--- src/tcw_pkg.sv ---
`timescale 1ns / 1ps
// ----------------------------------------------------------------------------
// tcw_pkg
// Shared types, screen geometry and a helper function for the text console.
// ----------------------------------------------------------------------------
package tcw_pkg;

  localparam int COLUMNS     = 80;
  localparam int ROWS        = 25;
  localparam int CELLS       = ROWS * COLUMNS;
  localparam int SHIFT_CELLS = CELLS - COLUMNS;
  localparam int ADDR_W      = $clog2(CELLS);

  localparam int MODE_W  = 3;
  localparam int CHAR_W  = 8;
  localparam int PVAL_W  = 7;
  localparam int IDX_W   = 11;
  localparam int CELL_W  = 16;
  localparam int ROW_W   = 5;
  localparam int COL_W   = 7;
  localparam int POS_W   = 11;
  localparam int COLOR_W = 8;

  localparam logic [MODE_W-1:0] MODE_PUT   = 3'd0;
  localparam logic [MODE_W-1:0] MODE_BKSP  = 3'd1;
  localparam logic [MODE_W-1:0] MODE_ROW   = 3'd2;
  localparam logic [MODE_W-1:0] MODE_COL   = 3'd3;
  localparam logic [MODE_W-1:0] MODE_WRITE = 3'd4;
  localparam logic [MODE_W-1:0] MODE_READ  = 3'd5;

  localparam logic [CHAR_W-1:0]  NEWLINE_CODE = 8'h0A;
  localparam logic [CHAR_W-1:0]  SPACE_CODE   = 8'h20;
  localparam logic [COLOR_W-1:0] COLOR_RESET  = 8'h0B;
  localparam logic [CELL_W-1:0]  RESET_BLANK  = {COLOR_RESET, SPACE_CODE};

  typedef struct packed {
    logic [MODE_W-1:0] mode;
    logic [CHAR_W-1:0] char_code;
    logic              join_line;
    logic [PVAL_W-1:0] position_value;
    logic [IDX_W-1:0]  cell_index;
    logic [CELL_W-1:0] cell_value;
  } item_t;

  typedef struct packed {
    logic [ROW_W-1:0]  cursor_row;
    logic [COL_W-1:0]  cursor_column;
    logic [POS_W-1:0]  cursor_position;
    logic [CELL_W-1:0] read_data;
  } res_t;

  typedef struct packed {
    logic              we;
    logic [ADDR_W-1:0] addr;
    logic [CELL_W-1:0] data;
  } mem_wr_t;

  function automatic logic [ADDR_W-1:0] cell_addr(logic [ROW_W-1:0] row,
                                                  logic [COL_W-1:0] col);
    cell_addr = ADDR_W'(row) * ADDR_W'(COLUMNS) + ADDR_W'(col);
  endfunction

endpackage

--- src/tcw_ctrl.sv ---
`timescale 1ns / 1ps
// ----------------------------------------------------------------------------
// tcw_ctrl
// Cursor registers and the sequencer that drives the screen memory.
// ----------------------------------------------------------------------------
module tcw_ctrl (
  input  logic                          clk,
  input  logic                          rst_n,
  input  logic                          in_valid,
  output logic                          in_ready,
  input  tcw_pkg::item_t                item,
  input  logic [tcw_pkg::COLOR_W-1:0]   text_color,
  input  logic                          out_free,
  output logic                          res_valid,
  output tcw_pkg::res_t                 res,
  output tcw_pkg::mem_wr_t              mem_wr,
  output logic                          rd_en,
  output logic [tcw_pkg::ADDR_W-1:0]    rd_addr,
  input  logic [tcw_pkg::CELL_W-1:0]    rd_data
);

  typedef enum logic [6:0] {
    S_CLEAR  = 7'b0000001,
    S_IDLE   = 7'b0000010,
    S_READ   = 7'b0000100,
    S_SCROLL = 7'b0001000,
    S_BLANK  = 7'b0010000,
    S_JOIN   = 7'b0100000,
    S_DONE   = 7'b1000000
  } state_t;

  localparam logic [tcw_pkg::ROW_W-1:0]  LAST_ROW = tcw_pkg::ROW_W'(tcw_pkg::ROWS - 1);
  localparam logic [tcw_pkg::COL_W-1:0]  LAST_COL = tcw_pkg::COL_W'(tcw_pkg::COLUMNS - 1);
  localparam logic [tcw_pkg::ADDR_W-1:0] LAST_CELL = tcw_pkg::ADDR_W'(tcw_pkg::CELLS - 1);
  localparam logic [tcw_pkg::ADDR_W-1:0] SHIFT_END = tcw_pkg::ADDR_W'(tcw_pkg::SHIFT_CELLS);

  state_t                         state_r, state_nxt;
  logic [tcw_pkg::ADDR_W-1:0]     cnt_r, cnt_nxt;
  logic [tcw_pkg::ROW_W-1:0]      row_r, row_nxt;
  logic [tcw_pkg::COL_W-1:0]      col_r, col_nxt;
  logic [tcw_pkg::CELL_W-1:0]     rd_r, rd_nxt;
  logic [tcw_pkg::ADDR_W-1:0]     jbase_r, jbase_nxt;
  logic [tcw_pkg::COL_W-1:0]      scan_r, scan_nxt;
  logic [tcw_pkg::COL_W-1:0]      pend_col_r, pend_col_nxt;
  logic                           pend_v_r, pend_v_nxt;

  logic [tcw_pkg::CELL_W-1:0]     blank;
  logic                           idx_ok;
  logic                           accept;

  assign blank    = {text_color, tcw_pkg::SPACE_CODE};
  assign idx_ok   = {2'b00, item.cell_index} < 13'(tcw_pkg::CELLS);
  assign in_ready = (state_r == S_IDLE);
  assign accept   = in_valid && in_ready;

  always_comb begin
    state_nxt    = state_r;
    cnt_nxt      = cnt_r;
    row_nxt      = row_r;
    col_nxt      = col_r;
    rd_nxt       = rd_r;
    jbase_nxt    = jbase_r;
    scan_nxt     = scan_r;
    pend_col_nxt = pend_col_r;
    pend_v_nxt   = pend_v_r;
    mem_wr       = '0;
    rd_en        = 1'b0;
    rd_addr      = '0;
    res_valid    = 1'b0;

    case (state_r)
      S_CLEAR: begin
        mem_wr.we   = 1'b1;
        mem_wr.addr = cnt_r;
        mem_wr.data = tcw_pkg::RESET_BLANK;
        if (cnt_r == LAST_CELL) begin
          cnt_nxt   = '0;
          state_nxt = S_IDLE;
        end else begin
          cnt_nxt = cnt_r + 1'b1;
        end
      end

      S_IDLE: begin
        if (accept) begin
          rd_nxt    = '0;
          state_nxt = S_DONE;
          case (item.mode)
            tcw_pkg::MODE_PUT: begin
              if (item.char_code != tcw_pkg::NEWLINE_CODE) begin
                mem_wr.we   = 1'b1;
                mem_wr.addr = tcw_pkg::cell_addr(row_r, col_r);
                mem_wr.data = {text_color, item.char_code};
              end
              if (item.char_code == tcw_pkg::NEWLINE_CODE || col_r == LAST_COL) begin
                col_nxt = '0;
                if (row_r == LAST_ROW) begin
                  cnt_nxt   = '0;
                  state_nxt = S_SCROLL;
                end else begin
                  row_nxt = row_r + 1'b1;
                end
              end else begin
                col_nxt = col_r + 1'b1;
              end
            end
            tcw_pkg::MODE_BKSP: begin
              if (col_r != '0) begin
                col_nxt     = col_r - 1'b1;
                mem_wr.we   = 1'b1;
                mem_wr.addr = tcw_pkg::cell_addr(row_r, col_r - 1'b1);
                mem_wr.data = blank;
              end else if (item.join_line && row_r != '0) begin
                row_nxt    = row_r - 1'b1;
                jbase_nxt  = tcw_pkg::cell_addr(row_r - 1'b1, '0);
                scan_nxt   = LAST_COL;
                pend_v_nxt = 1'b0;
                state_nxt  = S_JOIN;
              end
            end
            tcw_pkg::MODE_ROW: begin
              if ({1'b0, item.position_value} >= 8'(tcw_pkg::ROWS)) begin
                row_nxt = LAST_ROW;
              end else begin
                row_nxt = tcw_pkg::ROW_W'(item.position_value);
              end
            end
            tcw_pkg::MODE_COL: begin
              if ({1'b0, item.position_value} >= 8'(tcw_pkg::COLUMNS)) begin
                col_nxt = LAST_COL;
              end else begin
                col_nxt = tcw_pkg::COL_W'(item.position_value);
              end
            end
            tcw_pkg::MODE_WRITE: begin
              mem_wr.we   = idx_ok;
              mem_wr.addr = tcw_pkg::ADDR_W'(item.cell_index);
              mem_wr.data = item.cell_value;
            end
            tcw_pkg::MODE_READ: begin
              if (idx_ok) begin
                rd_en     = 1'b1;
                rd_addr   = tcw_pkg::ADDR_W'(item.cell_index);
                state_nxt = S_READ;
              end
            end
            default: begin
              state_nxt = S_DONE;
            end
          endcase
        end
      end

      S_READ: begin
        rd_nxt    = rd_data;
        state_nxt = S_DONE;
      end

      // Copy each cell one row up: read ahead one row, write the registered read
      // data to the address just behind the counter.
      S_SCROLL: begin
        rd_en       = (cnt_r != SHIFT_END);
        rd_addr     = cnt_r + tcw_pkg::ADDR_W'(tcw_pkg::COLUMNS);
        mem_wr.we   = (cnt_r != '0);
        mem_wr.addr = cnt_r - 1'b1;
        mem_wr.data = rd_data;
        if (cnt_r == SHIFT_END) begin
          state_nxt = S_BLANK;
        end else begin
          cnt_nxt = cnt_r + 1'b1;
        end
      end

      S_BLANK: begin
        mem_wr.we   = 1'b1;
        mem_wr.addr = cnt_r;
        mem_wr.data = blank;
        if (cnt_r == LAST_CELL) begin
          cnt_nxt   = '0;
          state_nxt = S_DONE;
        end else begin
          cnt_nxt = cnt_r + 1'b1;
        end
      end

      // Scan the row right to left; stop at the first cell that is not blank, or at column 0.
      S_JOIN: begin
        rd_en        = !(pend_v_r && pend_col_r == '0);
        rd_addr      = jbase_r + tcw_pkg::ADDR_W'(scan_r);
        pend_v_nxt   = 1'b1;
        pend_col_nxt = scan_r;
        scan_nxt     = scan_r - 1'b1;
        if (pend_v_r) begin
          if (rd_data != blank) begin
            col_nxt   = (pend_col_r == LAST_COL) ? LAST_COL : pend_col_r + 1'b1;
            state_nxt = S_DONE;
          end else if (pend_col_r == '0) begin
            state_nxt = S_DONE;
          end
        end
      end

      S_DONE: begin
        if (out_free) begin
          res_valid = 1'b1;
          state_nxt = S_IDLE;
        end
      end

      default: begin
        state_nxt = S_IDLE;
      end
    endcase
  end

  always_ff @(posedge clk) begin
    if (!rst_n) begin
      state_r  <= S_CLEAR;
      cnt_r    <= '0;
      row_r    <= '0;
      col_r    <= '0;
      pend_v_r <= 1'b0;
    end else begin
      state_r  <= state_nxt;
      cnt_r    <= cnt_nxt;
      row_r    <= row_nxt;
      col_r    <= col_nxt;
      pend_v_r <= pend_v_nxt;
    end
  end

  always_ff @(posedge clk) begin
    rd_r       <= rd_nxt;
    jbase_r    <= jbase_nxt;
    scan_r     <= scan_nxt;
    pend_col_r <= pend_col_nxt;
  end

  assign res.cursor_row      = row_r;
  assign res.cursor_column   = col_r;
  assign res.cursor_position = tcw_pkg::POS_W'(tcw_pkg::cell_addr(row_r, col_r));
  assign res.read_data       = rd_r;

endmodule

--- config.mk ---
export PLATFORM = sky130hd
export DESIGN_NAME = tcw_ctrl
export DESIGN_NICKNAME = d
export VERILOG_FILES = /design/src/tcw_pkg.sv /design/src/tcw_ctrl.sv
export SDC_FILE = /design/constraint.sdc
export NUM_CORES = 1
export LEC_CHECK = 0
export ABC_AREA = 1
export CAP_MARGIN = 15
export CORE_UTILIZATION = 66
export DETAILED_ROUTE_END_ITERATION = 7
export DONT_BUFFER_PORTS = 1
export PLACE_DENSITY = 0.94
export SLEW_MARGIN = 20
export SYNTH_ARGS = -nofsm -noshare
export SYNTH_HDL_FRONTEND = slang
export SYNTH_SLANG_ARGS = --single-unit
--- constraint.sdc ---
create_clock -name clk -period 3.1 [get_ports clk]
set_clock_uncertainty 0.15 [all_clocks]
set_input_delay 0.155 -clock clk [delete_from_list [all_inputs] [get_ports clk]]
set_output_delay 0.155 -clock clk [all_outputs]
set_load 0.005 [all_outputs]
==> qor.yml <==
routing:
  wire_per_inst_um: 18.3
  via_count: 7744
  dr.first_iter.drc_count: 869
  routed_wl_um: 22900
  first_pass_iters: 8
  drc: 0
  viasPerCell: 6.20
  drtAntennaViolNets: 0
yosys:
  synthArstFlopShare_pct: 0
  synth_seq_cells: 68
  ys_seq_area_share_pct: 24.9
  syn_avg_cell_area_um2: 6.36
  synth_nets: 1206
  syn_inst: 1091
  yosys_warnings: 0
  synth_area_um2: 6940
  synth_ff_type: "edfxtp_1"
  yosysUniqueCellTypes: 46
  synth-edff-count: 37
final_layout:
  antenna_cells: 0
  nets: 1224
  syn_to_final_growth_pct: 8.34
  layout-drive-gt1-share_pct: 9.61
  final_core_util_pct: 73.2
global_routing:
  grt_max_degree: 25
  grt_usage_pct: 41.4
  grt_pass1_vias: 7030
  grt_overflow: 0
  grt_first_pass_wirelength_um: 35500
  antenna_found_initial: 0
worst_setup_path:
  startpoint_type: "register"
  reg2reg_slack_ps: 330
  cp-end-kind: "output port"
  crit_fanout: 8
  arrival_ps: 2680
  reg2reg_depth: 9
  cp.required_ps: 2790
  worst_r2r_endpoint: "jbase_r[10]"
  cp-startpoint: "row_r[1]"
  regToRegStartpoint: "row_r[1]"
  critPathKind: "reg -> out"
timing:
  fin_ws_ps: 117
  slew_viol_final: 0
  setup_viol: 0
  whs_ps: 40.0
  worst_pin_slew_ps: 753
  final_hold_viol_count: 0
  period_minus_slack_ps: 2980
  relSlewSlack_pct: 49.8
  fmax_ghz: 0.335
  setup_tns_ps: 0
  timing.final.crit_share_pct: 96.2
cts:
  cts_root_buffer: "clkbuf_8"
  cts_buffers: 9
  clock_latency_ps: 370
  cts_tree: "built"
  htree_levels: 3
  clkTransAtPathRegs_ps: 80
  max-clock-path-buffers: 2
  clock_sink_count: 68
hold_path:
  hold_class: "in -> reg"
  hold_end: "col_r[5]"
  hold_depth: 6
  hp-start: "item[32]"
pwr:
  irDropWorstVdd_mv: 0.404
  p_per_area_nw_per_um2: 599
  p_leak_nw: 3.45
die:
  die_area_um2: 10900
  die-height_um: 105
  die_w_um: 105
  rows: 37
  start_util_pct: 67.6
  coreArea_um2: 10300
  io_pins: 155
placed_design:
  dpl_worst_slack_ps: 186
  place_congestion: 1.02
  port_buffers: 0
  hpwl_um: 17100
job:
  drv_cap: 0
run_status:
  outcome: "finished clean"
## registers in the layout, indices dropped and copies added, names as in the netlist
| signal | flops |
|---|---|
| rd_r | 16 |
| col_r | 7 |
| pend_col_r | 7 |
| cnt_r | 11 |
| row_r | 5 |
| jbase_r | 7 |
| state_r | 7 |
| pend_v_r | 1 |
| scan_r | 7 |
## how the worst max path moves through the flow
stage | slack [ps] | to
floorplan | 530 | mem_wr[24]
global placement | 350 | mem_wr[26]
detailed placement | 190 | jbase_r[10]
CTS | 30 | mem_wr[26]
global route | -30 | mem_wr[25]
finish | 120 | mem_wr[25]
## cell usage after synthesis (5+ instances only)
| master | instances | area, µm² |
|---|---|---|
| nand2_1 | 300 | 1130 |
| o21ai_1 | 10 | 50.1 |
| nand2_2 | 8 | 50.1 |
| o22ai_1 | 6 | 37.5 |
| a21oi_1 | 44 | 220 |
| o21ai_0 | 62 | 310 |
| inv_2 | 11 | 41.3 |
| nor2_1 | 128 | 480 |
| nand3_2 | 5 | 50.1 |
| nor2_2 | 13 | 81.3 |
| xor2_1 | 19 | 166 |
| edfxtp_1 | 37 | 1110 |
| o211ai_1 | 15 | 113 |
| buf_2 | 16 | 80.1 |
| nand4_1 | 19 | 119 |
| nor2_4 | 8 | 90.1 |
| nand3_1 | 118 | 591 |
| dfxtp_1 | 31 | 621 |
| or2_2 | 7 | 43.8 |
| ha_1 | 36 | 450 |
| o221ai_1 | 7 | 61.3 |
| clkbuf_1 | 7 | 26.3 |
| fa_1 | 5 | 100 |
| inv_1 | 127 | 477 |
| buf_4 | 7 | 52.6 |
## area by class of cell
class | count | area, µm²
multi-input combinational | 852 | 4550
fill | 851 | 2750
sequential | 68 | 1740
inverter | 138 | 518
timing repair buffer | 40 | 360
tap | 136 | 170
clock buffer | 9 | 124
clock inverter | 7 | 67.6
## stage by stage
step / instance area [µm²] / std cells / power, W
floorplan: 6940 / 1091 / 0.00310
global placement: 7040 / 1209 / 0.00356
detailed placement: 7040 / 1209 / 0.00361
CTS: 7470 / 1249 / 0.00441
global route: 7520 / 1250 / 0.00479
finish: 7520 / 1250 / 0.00451
## placed cells by master, fill, tap and decap left out, drive strengths merged, types with 3 or more instances in the layout
| master | instances |
|---|---|
| nand2 | 311 |
| nor2 | 151 |
| inv | 138 |
| nand3 | 124 |
| o21ai | 72 |
| a21oi | 45 |
| edfxtp | 37 |
| ha | 36 |
| dfxtp | 31 |
| dlygate4sd3 | 24 |
| nand4 | 20 |
| xor2 | 19 |
| buf | 16 |
| o211ai | 15 |
| clkbuf | 9 |
| o221ai | 7 |
| or2 | 7 |
| o22ai | 6 |
| fa | 5 |
| xnor2 | 4 |
| and2 | 4 |
| a31oi | 4 |
| clkinv | 4 |
| a22oi | 3 |
| a221oi | 3 |
## power breakdown
group	switching [W]	internal, W
clock network	0.000405	0.000368
logic	0.00173	0.000795
registers	0.000137	0.00107
## per-layer routing
metal	wire length, µm	vias up	global-route usage, %
met3	2470	109	8.61
met5	0	-	0
met2	10700	552	67.8
met1	8580	3460	51.2
li1	-	3623	-
met4	1190	0	22.1
## critical path: stages (launching register included)
cell and delay, ps:
dfxtp_4 390, ha_1 300, ha_2 210, fa_2 580, nand2_1 60, inv_1 60, nand4_1 90, nand2_2 100
xor2_2 180, nand2_1 80, nand3_1 110, nand2_1 80, nand2_1 80
## cells by family after synthesis
logic type | count (synthesis) | share of synthesized area (%)
buffers and inverters | 171 | 10.2
DFF | 68 | 24.9
AOI/OAI and AO/OA | 164 | 13.6
adders and majority gates | 41 | 7.93
and+or+nand+nor | 624 | 40.4
xor gates and xnor gates | 23 | 2.90
## repair_timing
item	in CTS	in global routing
gates resized for setup	3	15
endpoints found under the setup margin	3	5
gates cloned	0	0
endpoints found under the hold margin	34	0
setup buffers	0	1
hold buffers	24	0
pin swaps	0	3
(Power assumes the default switching activity.)
